===== config.mk =====
export PLATFORM = sky130hd
export DESIGN_NAME = move_line_aim_and_advance_top
export DESIGN_NICKNAME = d
export VERILOG_FILES = /design/src/hdl/mlaa_pkg.sv /design/src/hdl/move_line_aim_and_advance_top.sv /design/src/hdl/mlaa_cordic.sv /design/src/hdl/mlaa_ustep.sv
export VERILOG_INCLUDE_DIRS = /design/src /design/src/hdl
export SDC_FILE = /design/constraint.sdc
export NUM_CORES = 2
export LEC_CHECK = 0
export BUFFER_PORTS_ARGS = -buffer_cell sky130_fd_sc_hd__buf_4
export CORE_MARGIN = 2
export CORE_UTILIZATION = 40
export CTS_CLUSTER_DIAMETER = 60
export DETAILED_ROUTE_END_ITERATION = 16
export GPL_ROUTABILITY_DRIVEN = 0
export SYNTH_ARGS = -nofsm -noshare
export SYNTH_HDL_FRONTEND = slang
export SYNTH_SLANG_ARGS = --single-unit

===== constraint.sdc =====
create_clock -name clk -period 13.15 [get_ports clk]
set_input_delay 2.63 -clock clk [delete_from_list [all_inputs] [get_ports clk]]
set_output_delay 2.63 -clock clk [all_outputs]
set_load 0.01 [all_outputs]

===== src/hdl/move_line_aim_and_advance_top_assert.svh =====
// ----------------------------------------------------------------------------
// Move line assertion macros
// Concurrent check macros for the move line unit; empty when NO_ASSERTIONS.
// ----------------------------------------------------------------------------
`ifndef MOVE_LINE_AIM_AND_ADVANCE_TOP_ASSERT_SVH
`define MOVE_LINE_AIM_AND_ADVANCE_TOP_ASSERT_SVH

`ifndef NO_ASSERTIONS
// Same-cycle implication
`define MLAA_ASSERT_IMP(label, clk, rst_n, ante, cons, msg) \
    label: assert property (@(posedge clk) disable iff (!rst_n) (ante) |-> (cons)) \
        else $error(msg);
// Next-cycle implication
`define MLAA_ASSERT_NXT(label, clk, rst_n, ante, cons, msg) \
    label: assert property (@(posedge clk) disable iff (!rst_n) (ante) |=> (cons)) \
        else $error(msg);
`else
`define MLAA_ASSERT_IMP(label, clk, rst_n, ante, cons, msg)
`define MLAA_ASSERT_NXT(label, clk, rst_n, ante, cons, msg)
`endif

`endif


===== src/hdl/mlaa_pkg.sv =====
// ----------------------------------------------------------------------------
// Move line package
// Widths, angle constants, arctangent table and shared control types.
// ----------------------------------------------------------------------------
package mlaa_pkg;

    localparam int TILE_BITS    = 8;
    localparam int TILE_IN_W    = 8;
    localparam int DIFF_W       = 9;
    localparam int STEP_W       = 10;
    localparam int HEAD_W       = 9;
    localparam int POS_W        = 32;
    localparam int TILE_OUT_W   = 24;
    localparam int SPEED_W      = 16;
    localparam int PROD_W       = STEP_W + SPEED_W + 1;

    // Angle accumulator: 2^24 units per full circle
    localparam int ANG_W        = 26;
    localparam int CORDIC_STEPS = 20;
    localparam int CIDX_W       = 5;
    localparam logic signed [ANG_W-1:0] ANG_QUARTER = ANG_W'(4194304);
    localparam logic signed [ANG_W-1:0] ANG_HALF    = ANG_W'(8388608);

    typedef struct packed {
        logic                     start;
        logic signed [DIFF_W-1:0] dx;
        logic signed [DIFF_W-1:0] dy;
    } aim_req_t;

    typedef struct packed {
        logic                    busy;
        logic signed [ANG_W-1:0] angle;
    } cordic_res_t;

    typedef struct packed {
        logic                     busy;
        logic signed [STEP_W-1:0] step_x;
        logic signed [STEP_W-1:0] step_y;
    } ustep_res_t;

    // Arctangent of 2^-i in accumulator units, rounded
    function automatic logic signed [ANG_W-1:0] atan_unit(input logic [CIDX_W-1:0] idx);
        logic signed [ANG_W-1:0] val;
        unique case (idx)
            5'd0:    val = ANG_W'(2097152);
            5'd1:    val = ANG_W'(1238021);
            5'd2:    val = ANG_W'(654136);
            5'd3:    val = ANG_W'(332050);
            5'd4:    val = ANG_W'(166669);
            5'd5:    val = ANG_W'(83416);
            5'd6:    val = ANG_W'(41718);
            5'd7:    val = ANG_W'(20860);
            5'd8:    val = ANG_W'(10430);
            5'd9:    val = ANG_W'(5215);
            5'd10:   val = ANG_W'(2608);
            5'd11:   val = ANG_W'(1304);
            5'd12:   val = ANG_W'(652);
            5'd13:   val = ANG_W'(326);
            5'd14:   val = ANG_W'(163);
            5'd15:   val = ANG_W'(81);
            5'd16:   val = ANG_W'(41);
            5'd17:   val = ANG_W'(20);
            5'd18:   val = ANG_W'(10);
            5'd19:   val = ANG_W'(5);
            default: val = '0;
        endcase
        return val;
    endfunction

endpackage


===== src/hdl/move_line_aim_and_advance_top.sv =====
// ----------------------------------------------------------------------------
// Move line aim and advance unit
// Holds one move line (24.8 position, per-step velocity); aims it from a
// start tile at a target tile, or advances it by velocity times speed.
// ----------------------------------------------------------------------------
//
//  Channel   Dir  Handshake                      Payload
//  -------   ---  -----------------------------  -------------------------------
//  s_axis    in   s_axis_tvalid / s_axis_tready  tuser: kind; tdata: tiles, speed
//  m_axis    out  m_axis_tvalid / m_axis_tready  tdata: heading .. tile_y
//  cfg       in   cfg_wr_en                      cfg_wr_data: heading_round_mode
//
//  Aim: the result waits on the step search unit (two axes of ten candidate
//  bits plus a finish step each); the angle CORDIC (20 iterations) runs
//  alongside. Equal tiles skip both units and go straight to the done state.
//  Advance: one shared 10x17 multiplier used for x then y.
//  One item at a time; s_axis_tready is high only while the sequencer is idle.
//  A result waits in the output register; a finished item holds in its final
//  state while that register is still full. Reset clears position, velocity
//  and the round mode to zero.
//
`include "move_line_aim_and_advance_top_assert.svh"

module move_line_aim_and_advance_top
    import mlaa_pkg::*;
(
    input  logic         clk,
    input  logic         rst_n,

    input  logic         cfg_wr_en,
    input  logic         cfg_wr_data,     // [0] heading_round_mode

    input  logic         s_axis_tvalid,
    output logic         s_axis_tready,
    input  logic [47:0]  s_axis_tdata,    // [7:0] start_tile_x, [15:8] start_tile_y,
                                          // [23:16] target_tile_x, [31:24] target_tile_y,
                                          // [47:32] speed
    input  logic [0:0]   s_axis_tuser,    // [0] kind (0 aim, 1 advance)

    output logic         m_axis_tvalid,
    input  logic         m_axis_tready,
    output logic [143:0] m_axis_tdata     // [8:0] heading, [18:9] step_x, [28:19] step_y,
                                          // [60:29] position_x, [92:61] position_y,
                                          // [116:93] tile_x, [140:117] tile_y, rest zero
);

    localparam int OUT_W = 144;

    localparam logic [2:0] ST_IDLE  = 3'd0;
    localparam logic [2:0] ST_AIM   = 3'd1;
    localparam logic [2:0] ST_ADV_X = 3'd2;
    localparam logic [2:0] ST_ADV_Y = 3'd3;
    localparam logic [2:0] ST_DONE  = 3'd4;

    // Sequencer and line state
    logic [2:0]               state_reg,   state_next;
    logic [POS_W-1:0]         pos_x_reg,   pos_x_next;
    logic [POS_W-1:0]         pos_y_reg,   pos_y_next;
    logic signed [STEP_W-1:0] vel_x_reg,   vel_x_next;
    logic signed [STEP_W-1:0] vel_y_reg,   vel_y_next;
    logic signed [HEAD_W-1:0] heading_reg, heading_next;
    logic                     round_mode_reg;
    logic                     m_valid_reg, m_valid_next;

    // Payload holding registers
    logic [SPEED_W-1:0]       speed_reg;
    logic signed [PROD_W-1:0] prod_reg;
    logic [OUT_W-1:0]         m_data_reg;

    // Input fields
    logic                     in_kind;
    logic [TILE_IN_W-1:0]     in_sx;
    logic [TILE_IN_W-1:0]     in_sy;
    logic [TILE_IN_W-1:0]     in_tx;
    logic [TILE_IN_W-1:0]     in_ty;
    logic [SPEED_W-1:0]       in_speed;
    logic                     in_accept;
    logic                     same_tile;

    aim_req_t                 unit_req;
    cordic_res_t              cordic_res;
    ustep_res_t               ustep_res;

    // Shared multiplier and output formatting
    logic signed [STEP_W-1:0]  mul_a;
    logic signed [SPEED_W:0]   mul_b;
    logic signed [PROD_W-1:0]  mul_p;
    logic [POS_W-1:0]          prod_ext;
    logic [ANG_W-1:0]          ang_mag;
    logic [ANG_W-1:0]          ang_rnd;
    logic [HEAD_W-1:0]         head_mag;
    logic signed [HEAD_W-1:0]  head_val;
    logic signed [POS_W-1:0]   tile_x_full;
    logic signed [POS_W-1:0]   tile_y_full;
    logic                      out_free;

    assign in_kind   = s_axis_tuser[0];
    assign in_sx     = s_axis_tdata[7:0];
    assign in_sy     = s_axis_tdata[15:8];
    assign in_tx     = s_axis_tdata[23:16];
    assign in_ty     = s_axis_tdata[31:24];
    assign in_speed  = s_axis_tdata[47:32];

    assign s_axis_tready = (state_reg == ST_IDLE);
    assign in_accept     = s_axis_tvalid && s_axis_tready;
    assign same_tile     = (in_sx == in_tx) && (in_sy == in_ty);
    assign out_free      = !m_valid_reg || m_axis_tready;

    // Launch both units on an aim with a real direction
    assign unit_req.start = in_accept && !in_kind && !same_tile;
    assign unit_req.dx    = {1'b0, in_tx} - {1'b0, in_sx};
    assign unit_req.dy    = {1'b0, in_ty} - {1'b0, in_sy};

    mlaa_cordic u_cordic
    (
        .clk   (clk),
        .rst_n (rst_n),
        .req   (unit_req),
        .res   (cordic_res)
    );

    mlaa_ustep u_ustep
    (
        .clk   (clk),
        .rst_n (rst_n),
        .req   (unit_req),
        .res   (ustep_res)
    );

    // One multiplier: x velocity at accept, y velocity in the cycle after
    assign mul_a    = (state_reg == ST_IDLE) ? vel_x_reg : vel_y_reg;
    assign mul_b    = (state_reg == ST_IDLE) ? signed'({1'b0, in_speed})
                                             : signed'({1'b0, speed_reg});
    assign mul_p    = mul_a * mul_b;
    assign prod_ext = {{(POS_W-PROD_W){prod_reg[PROD_W-1]}}, prod_reg};

    // Heading: magnitude scaled down by 2^16, truncated or rounded, sign restored
    always_comb
    begin
        ang_mag  = cordic_res.angle[ANG_W-1] ? -cordic_res.angle : cordic_res.angle;
        ang_rnd  = round_mode_reg ? (ang_mag + ANG_W'(32768)) : ang_mag;
        head_mag = ang_rnd[16 +: HEAD_W];
        head_val = cordic_res.angle[ANG_W-1] ? -signed'(head_mag) : signed'(head_mag);
    end

    always_comb
    begin
        state_next   = state_reg;
        pos_x_next   = pos_x_reg;
        pos_y_next   = pos_y_reg;
        vel_x_next   = vel_x_reg;
        vel_y_next   = vel_y_reg;
        heading_next = heading_reg;
        m_valid_next = m_valid_reg && !m_axis_tready;

        unique case (state_reg)
            ST_IDLE:
            begin
                if (in_accept)
                begin
                    if (!in_kind)
                    begin
                        // Aim: drop the line onto the centre of the start tile
                        pos_x_next = (POS_W'(in_sx) << TILE_BITS) + (POS_W'(1) << (TILE_BITS - 1));
                        pos_y_next = (POS_W'(in_sy) << TILE_BITS) + (POS_W'(1) << (TILE_BITS - 1));
                        if (same_tile)
                        begin
                            vel_x_next   = STEP_W'(256);
                            vel_y_next   = '0;
                            heading_next = '0;
                            state_next   = ST_DONE;
                        end
                        else
                            state_next = ST_AIM;
                    end
                    else
                    begin
                        heading_next = '0;
                        state_next   = ST_ADV_X;
                    end
                end
            end
            ST_AIM:
            begin
                // Hold until both units have settled
                if (!cordic_res.busy && !ustep_res.busy)
                begin
                    vel_x_next   = ustep_res.step_x;
                    vel_y_next   = ustep_res.step_y;
                    heading_next = head_val;
                    state_next   = ST_DONE;
                end
            end
            ST_ADV_X:
            begin
                pos_x_next = pos_x_reg + prod_ext;
                state_next = ST_ADV_Y;
            end
            ST_ADV_Y:
            begin
                pos_y_next = pos_y_reg + prod_ext;
                state_next = ST_DONE;
            end
            ST_DONE:
            begin
                // Load the output register once it is free
                if (out_free)
                begin
                    m_valid_next = 1'b1;
                    state_next   = ST_IDLE;
                end
            end
            default: state_next = ST_IDLE;
        endcase
    end

    always_ff @(posedge clk or negedge rst_n)
    begin
        if (!rst_n)
        begin
            state_reg      <= ST_IDLE;
            pos_x_reg      <= '0;
            pos_y_reg      <= '0;
            vel_x_reg      <= '0;
            vel_y_reg      <= '0;
            heading_reg    <= '0;
            round_mode_reg <= 1'b0;
            m_valid_reg    <= 1'b0;
        end
        else
        begin
            state_reg   <= state_next;
            pos_x_reg   <= pos_x_next;
            pos_y_reg   <= pos_y_next;
            vel_x_reg   <= vel_x_next;
            vel_y_reg   <= vel_y_next;
            heading_reg <= heading_next;
            m_valid_reg <= m_valid_next;
            if (cfg_wr_en)
                round_mode_reg <= cfg_wr_data;
        end
    end

    assign tile_x_full = signed'(pos_x_reg) >>> TILE_BITS;
    assign tile_y_full = signed'(pos_y_reg) >>> TILE_BITS;

    always_ff @(posedge clk)
    begin
        if (in_accept)
            speed_reg <= in_speed;
        prod_reg <= mul_p;
        if (state_reg == ST_DONE && out_free)
        begin
            m_data_reg <= {3'b0,
                           tile_y_full[TILE_OUT_W-1:0],
                           tile_x_full[TILE_OUT_W-1:0],
                           pos_y_reg,
                           pos_x_reg,
                           vel_y_reg,
                           vel_x_reg,
                           heading_reg};
        end
    end

    assign m_axis_tvalid = m_valid_reg;
    assign m_axis_tdata  = m_data_reg;

    // Checks
    `MLAA_ASSERT_IMP(a_units_quiet_when_open, clk, rst_n, s_axis_tready, !cordic_res.busy && !ustep_res.busy, "unit busy while input is open")
    `MLAA_ASSERT_NXT(a_search_runs_after_aim, clk, rst_n, unit_req.start, ustep_res.busy && (state_reg == ST_AIM), "aim launch did not start the step search")
    `MLAA_ASSERT_IMP(a_step_range, clk, rst_n, 1'b1, (vel_x_reg >= -10'sd256) && (vel_x_reg <= 10'sd256) && (vel_y_reg >= -10'sd256) && (vel_y_reg <= 10'sd256), "velocity outside unit range")
    `MLAA_ASSERT_IMP(a_heading_range, clk, rst_n, 1'b1, (heading_reg >= -9'sd128) && (heading_reg <= 9'sd128), "heading outside half circle")

endmodule


===== src/hdl/mlaa_cordic.sv =====
// ----------------------------------------------------------------------------
// Move line CORDIC angle unit
// Vectoring CORDIC, one shift-add micro-rotation per cycle, 20 iterations.
// ----------------------------------------------------------------------------
module mlaa_cordic
    import mlaa_pkg::*;
(
    input  logic        clk,
    input  logic        rst_n,
    input  aim_req_t    req,
    output cordic_res_t res
);

    localparam int XY_W = 28;
    localparam logic CD_IDLE = 1'b0;
    localparam logic CD_RUN  = 1'b1;

    logic                    state_reg;
    logic [CIDX_W-1:0]       iter_reg;
    logic signed [XY_W-1:0]  x_reg;
    logic signed [XY_W-1:0]  y_reg;
    logic signed [ANG_W-1:0] z_reg;

    logic signed [XY_W-1:0]  x_in;
    logic signed [XY_W-1:0]  y_in;
    logic signed [XY_W-1:0]  x_sh;
    logic signed [XY_W-1:0]  y_sh;
    logic signed [ANG_W-1:0] atan_val;

    assign x_in     = {{(XY_W-DIFF_W-16){req.dx[DIFF_W-1]}}, req.dx, 16'b0};
    assign y_in     = {{(XY_W-DIFF_W-16){req.dy[DIFF_W-1]}}, req.dy, 16'b0};
    assign x_sh     = x_reg >>> iter_reg;
    assign y_sh     = y_reg >>> iter_reg;
    assign atan_val = atan_unit(iter_reg);

    always_ff @(posedge clk or negedge rst_n)
    begin
        if (!rst_n)
        begin
            state_reg <= CD_IDLE;
            iter_reg  <= '0;
        end
        else
        begin
            unique case (state_reg)
                CD_IDLE:
                begin
                    iter_reg <= '0;
                    if (req.start && req.dx != '0 && req.dy != '0)
                        state_reg <= CD_RUN;
                end
                CD_RUN:
                begin
                    iter_reg <= iter_reg + 1'b1;
                    if (iter_reg == CIDX_W'(CORDIC_STEPS - 1))
                        state_reg <= CD_IDLE;
                end
                default: state_reg <= CD_IDLE;
            endcase
        end
    end

    always_ff @(posedge clk)
    begin
        if (state_reg == CD_IDLE)
        begin
            if (req.start)
            begin
                // Axis directions resolve without iterating
                priority if (req.dy == '0)
                    z_reg <= (req.dx > 0) ? '0 : ANG_HALF;
                else if (req.dx == '0)
                    z_reg <= (req.dy > 0) ? ANG_QUARTER : -ANG_QUARTER;
                else if (req.dx < 0)
                begin
                    // Pre-rotate by a quarter turn into the right half plane
                    if (req.dy >= 0)
                    begin
                        x_reg <= y_in;
                        y_reg <= -x_in;
                        z_reg <= ANG_QUARTER;
                    end
                    else
                    begin
                        x_reg <= -y_in;
                        y_reg <= x_in;
                        z_reg <= -ANG_QUARTER;
                    end
                end
                else
                begin
                    x_reg <= x_in;
                    y_reg <= y_in;
                    z_reg <= '0;
                end
            end
        end
        else
        begin
            if (!y_reg[XY_W-1])
            begin
                x_reg <= x_reg + y_sh;
                y_reg <= y_reg - x_sh;
                z_reg <= z_reg + atan_val;
            end
            else
            begin
                x_reg <= x_reg - y_sh;
                y_reg <= y_reg + x_sh;
                z_reg <= z_reg - atan_val;
            end
        end
    end

    // Clamp to half a circle either way
    always_comb
    begin
        res.busy = (state_reg == CD_RUN);
        priority if (z_reg > ANG_HALF)
            res.angle = ANG_HALF;
        else if (z_reg < -ANG_HALF)
            res.angle = -ANG_HALF;
        else
            res.angle = z_reg;
    end

endmodule


===== src/hdl/mlaa_ustep.sv =====
// ----------------------------------------------------------------------------
// Move line unit step search
// Finds round(256*d/r) per axis by a bit-serial search on k^2*s <= 2^18*d^2,
// one candidate bit per cycle, squares kept up to date by shift-add only.
// ----------------------------------------------------------------------------
module mlaa_ustep
    import mlaa_pkg::*;
(
    input  logic       clk,
    input  logic       rst_n,
    input  aim_req_t   req,
    output ustep_res_t res
);

    localparam int K_W  = 10;
    localparam int SQ_W = 16;
    localparam int S_W  = 17;
    localparam int KS_W = 27;
    localparam int CW   = 39;

    localparam logic [1:0] US_IDLE = 2'd0;
    localparam logic [1:0] US_RUN  = 2'd1;
    localparam logic [1:0] US_FIN  = 2'd2;

    logic [1:0]             state_reg;
    logic                   axis_reg;
    logic [3:0]             bit_reg;
    logic [K_W-1:0]         k_reg;
    logic [KS_W-1:0]        ks_reg;
    logic [CW-1:0]          kks_reg;
    logic [SQ_W-1:0]        sq_x_reg;
    logic [SQ_W-1:0]        sq_y_reg;
    logic                   neg_x_reg;
    logic                   neg_y_reg;
    logic signed [STEP_W-1:0] step_x_reg;
    logic signed [STEP_W-1:0] step_y_reg;

    logic [TILE_IN_W-1:0]   abs_x;
    logic [TILE_IN_W-1:0]   abs_y;
    logic [DIFF_W-1:0]      neg_dx;
    logic [DIFF_W-1:0]      neg_dy;
    logic [S_W-1:0]         sum_sq;
    logic [SQ_W-1:0]        sq_cur;
    logic                   neg_cur;
    logic [CW-1:0]          target;
    logic [4:0]             sh_ks;
    logic [4:0]             sh_s;
    logic [CW-1:0]          cand;
    logic                   take;
    logic [K_W-1:0]         bit_mask;
    logic [KS_W-1:0]        ks_add;
    logic signed [K_W:0]    k_ext;
    logic signed [K_W:0]    fw;
    logic signed [K_W:0]    fw_inc;

    always_comb
    begin
        neg_dx   = -req.dx;
        neg_dy   = -req.dy;
        abs_x    = req.dx[DIFF_W-1] ? neg_dx[TILE_IN_W-1:0] : req.dx[TILE_IN_W-1:0];
        abs_y    = req.dy[DIFF_W-1] ? neg_dy[TILE_IN_W-1:0] : req.dy[TILE_IN_W-1:0];
        sum_sq   = S_W'(sq_x_reg) + S_W'(sq_y_reg);
        sq_cur   = axis_reg ? sq_y_reg : sq_x_reg;
        neg_cur  = axis_reg ? neg_y_reg : neg_x_reg;
        target   = {5'b0, sq_cur, 18'b0};
        sh_ks    = {1'b0, bit_reg} + 5'd1;
        sh_s     = {bit_reg, 1'b0};
        // (k + 2^b)^2 * s = k^2 s + 2^(b+1) k s + 2^(2b) s
        cand     = kks_reg + ({12'b0, ks_reg} << sh_ks) + ({22'b0, sum_sq} << sh_s);
        take     = (cand <= target);
        bit_mask = K_W'(1) << bit_reg;
        ks_add   = ks_reg + ({10'b0, sum_sq} << bit_reg);
        // Negative axis: floor of the negated ratio, then round half up
        k_ext    = {1'b0, k_reg};
        if (!neg_cur)
            fw = k_ext;
        else if (kks_reg == target)
            fw = -k_ext;
        else
            fw = -k_ext - 11'sd1;
        fw_inc   = fw + 11'sd1;
    end

    always_ff @(posedge clk or negedge rst_n)
    begin
        if (!rst_n)
        begin
            state_reg <= US_IDLE;
            axis_reg  <= 1'b0;
            bit_reg   <= '0;
        end
        else
        begin
            unique case (state_reg)
                US_IDLE:
                begin
                    if (req.start)
                    begin
                        state_reg <= US_RUN;
                        axis_reg  <= 1'b0;
                        bit_reg   <= 4'd9;
                    end
                end
                US_RUN:
                begin
                    if (bit_reg == '0)
                        state_reg <= US_FIN;
                    else
                        bit_reg <= bit_reg - 1'b1;
                end
                US_FIN:
                begin
                    if (!axis_reg)
                    begin
                        axis_reg  <= 1'b1;
                        bit_reg   <= 4'd9;
                        state_reg <= US_RUN;
                    end
                    else
                        state_reg <= US_IDLE;
                end
                default: state_reg <= US_IDLE;
            endcase
        end
    end

    always_ff @(posedge clk)
    begin
        unique case (state_reg)
            US_IDLE:
            begin
                if (req.start)
                begin
                    sq_x_reg  <= abs_x * abs_x;
                    sq_y_reg  <= abs_y * abs_y;
                    neg_x_reg <= req.dx[DIFF_W-1];
                    neg_y_reg <= req.dy[DIFF_W-1];
                    k_reg     <= '0;
                    ks_reg    <= '0;
                    kks_reg   <= '0;
                end
            end
            US_RUN:
            begin
                if (take)
                begin
                    k_reg   <= k_reg | bit_mask;
                    ks_reg  <= ks_add;
                    kks_reg <= cand;
                end
            end
            US_FIN:
            begin
                if (!axis_reg)
                    step_x_reg <= fw_inc[K_W:1];
                else
                    step_y_reg <= fw_inc[K_W:1];
                k_reg   <= '0;
                ks_reg  <= '0;
                kks_reg <= '0;
            end
            default:
            begin
                k_reg <= '0;
            end
        endcase
    end

    assign res.busy   = (state_reg != US_IDLE);
    assign res.step_x = step_x_reg;
    assign res.step_y = step_y_reg;

endmodule

==> results by group <==
Timing
  • Worst rel slew slack: roughly 27%
  • Layout Skew: slightly above 0.04 ns
  • Max frequency: between 90 and 100 MHz
  • Final Critical Period: 10.82 ns
  • RSZ-0062 raised after global routing: no
  • Period utilization: 82.31%
  • Least-Margin Pin Slew: ~1.1 ns
  • Final max-slew violation count: 0
  • Finish-stage setup viols: 0
  • Setup_tns: 0 ns
  • Final hold viol count: 0

CTS
  • Skew-Pair Late Insertion Delay: 0.68 ns
  • Clock Tree Buf Depth: 3
  • CTS Hold Bufs: 0
  • Root Buffer: clkbuf_16
  • TritonCTS clock tree: yes
  • Clock sinks: 457
  • Reg clk slew, reported paths: 0.06 ns
  • TritonCTS buffer count: 69
  • CTS HTree Levels: 3
  • Post-CTS setup repair buffer count: 0
  • Post_cts resized: 0

Placement
  • I/O Buffers: 197
  • Post-DP HPWL: 110500 µm

Worst setup path
  • Slowest CP cell: o221ai_1
  • Critical Path RT: about 13 ns
  • Setup Crit Path Kind: flip-flop to flip-flop
  • CP Capture Type: flip-flop
  • Critical path's most frequent cell: ha_1
  • CP peak stage delay: slightly above 0.9 ns
  • Critical Path Source Type: flip-flop
  • WP data arrival: around 11 ns
  • Crit path max fanout: 47

Detailed routing
  • # DRC: 0
  • WL per Instance: 20.48 µm
  • Starting DRT DRC Count: 3601
  • Post-Route WL: ~140000 µm
  • Vias: 39380
  • First-pass DRT Iterations: 6
  • Post-route ant nets: 0
  • Vias/cell: 5.699

Finish
  • Largest register FFs: 93
  • Nets: 5991
  • Area Growth Syn to Fin: 10.56%
  • Number of fill cells in the layout: 11360
  • Fraction of layout cells with a size suffix above 1: 10.37%

Synth
  • #FFs+latches synth: 457
  • Number of enable flip-flop cells after synthesis: 319
  • Cell area after synthesis: 47340 µm²
  • Distinct cells, synth: 99
  • Post-synth ARST share: approximately 24%
  • Yosys Warn Count: 0
  • Avg Inst Size Synth: roughly 9 µm²
  • Most used DFF post-synth: edfxtp_1
  • Mapped Cells: 5250
  • Post-synthesis sequential area ratio: 27.24%

Global route
  • Global-route total usage across every layer: 23.09%
  • First-pass GRT wire length: 220200 µm
  • Vias in the first global route: approximately 38000
  • Grt ovf: 0
  • Largest net degree at the start of global routing: 71
  • Initial antenna violation count: 6

Floorplanning
  • Die area: around 120000 µm²
  • Site Rows: 126
  • Ports: about 200
  • Core area: 117800 µm²
  • Die height: 348.0 µm
  • Die width: 348.0 µm
  • Initial Util: 40.20%

Min path
  • Hold Crit Class: flip-flop to flip-flop

Status
  • Status: finished clean

Flow run
  • Max-cap violations: 0
-- through the flow --
step           instances  setup slack, ns  hold WS (ns)  util, %  cell area, µm²
3_5_place_dp        6782            2.528        0.4320    42.44           49980
2_1_floorplan       5256            1.092        0.4248        -           47370
3_3_place_gp        6782            2.791        0.4317    42.44           49980
4_1_cts             6908            2.477        0.4425    44.44           52340
6_report            6909            2.327        0.4392    44.45           52340
5_1_grt             6908            1.456        0.4508    44.44           52340
-- Yosys cell counts, drive strengths merged (102+ instances only) --
master,count,area (µm²)
buf,107,685.7
o21ai,320,1602
nand3,134,675.7
a21oi,361,1807
xor2,138,1209
fa,209,4184
mux2i,102,1025
nor2,506,1899
ha,410,5130
nand2,545,2046
edfxtp,319,9579
xnor2,245,2146
clkbuf,158,593.1
a21o,106,795.8
inv,401,1505
dfrtp,111,2778
-- cell usage in the layout (no fill, tap or decap), drive strengths merged, types with 25 or more instances in the layout --
master / instances
mux4: 95
mux2i: 102
or3: 32
dfrtp: 111
o21ai: 320
dfxtp: 27
nor4: 28
or2: 43
ha: 410
and2: 67
xor2: 138
and3: 37
o21bai: 32
nor3: 90
nor2b: 42
clkbuf: 85
a21o: 106
o211ai: 25
a31oi: 48
o22ai: 28
nand2: 545
inv: 407
fa: 209
o31ai: 25
edfxtp: 319
nor2: 506
a211oi: 43
xnor2: 245
a21oi: 361
buf: 255
o21a: 53
nand3: 134
nand2b: 70
mux2: 29
-- routing by layer --
layer | wire length, µm | track usage (%)
met2 | 66910 | 38.82
met1 | 60120 | 30.11
met4 | 5286 | 7.828
met5 | 46 | 0
met3 | 9125 | 3.826
-- layout make-up --
cell class / count / area (µm²) / area share [%]
antenna: 1 / 2.502 / 0.004781
clock buffer: 85 / 1838 / 3.511
clock inverter: 41 / 518.0 / 0.9896
inverter: 402 / 1509 / 2.883
multi-input combinational: 4132 / 31730 / 60.62
sequential: 457 / 12910 / 24.66
tap: 1536 / 1922 / 3.672
timing repair buffer: 255 / 1918 / 3.664
-- critical path: cells and delay by family, from the launching register on --
family	cells	cell delay, ns
AO/OA/AOI/OAI	14	4.85
XOR/XNOR	1	0.14
adder cells (fa/ha/maj)	5	2.23
buffers and inverters	3	0.94
flip-flops	1	0.36
AND/OR/NAND/NOR	9	1.90
-- logic make-up (layout without fill, tap and decap cells) --
| family | count (synthesis) | after routing | synth area share (%) |
|---|---|---|---|
| other cells | 1 | 8 | 0.007921 |
| fa+ha+maj | 619 | 619 | 19.67 |
| xor+xnor | 383 | 383 | 7.086 |
| flops | 457 | 457 | 27.24 |
| simple gates | 1664 | 1664 | 16.24 |
| compound gates | 1233 | 1233 | 16.29 |
| buf+inv | 667 | 783 | 5.888 |
| mux | 226 | 226 | 7.572 |
-- worst paths after layout --
| path | slack [ns] | to | start | cells past startpoint |
|---|---|---|---|---|
| max in group asynchronous | 9.87 | u_ustep.bit_reg[2] | rst_n | 2 |
| min | 0.44 | m_axis_tdata[4] | heading_reg[4] | 0 |
| max | 2.33 | u_ustep.k_reg[0] | u_ustep.bit_reg[1] | 32 |
| min reg2reg | 0.44 | m_axis_tdata[4] | heading_reg[4] | 0 |
| min in group asynchronous | 1.91 | pos_x_reg[22] | rst_n | 1 |
| max reg2reg | 2.33 | u_ustep.k_reg[0] | u_ustep.bit_reg[1] | 32 |
Power is not shown: default switching activity piles up to over one toggle a cycle in this logic, so the estimate is an artifact.
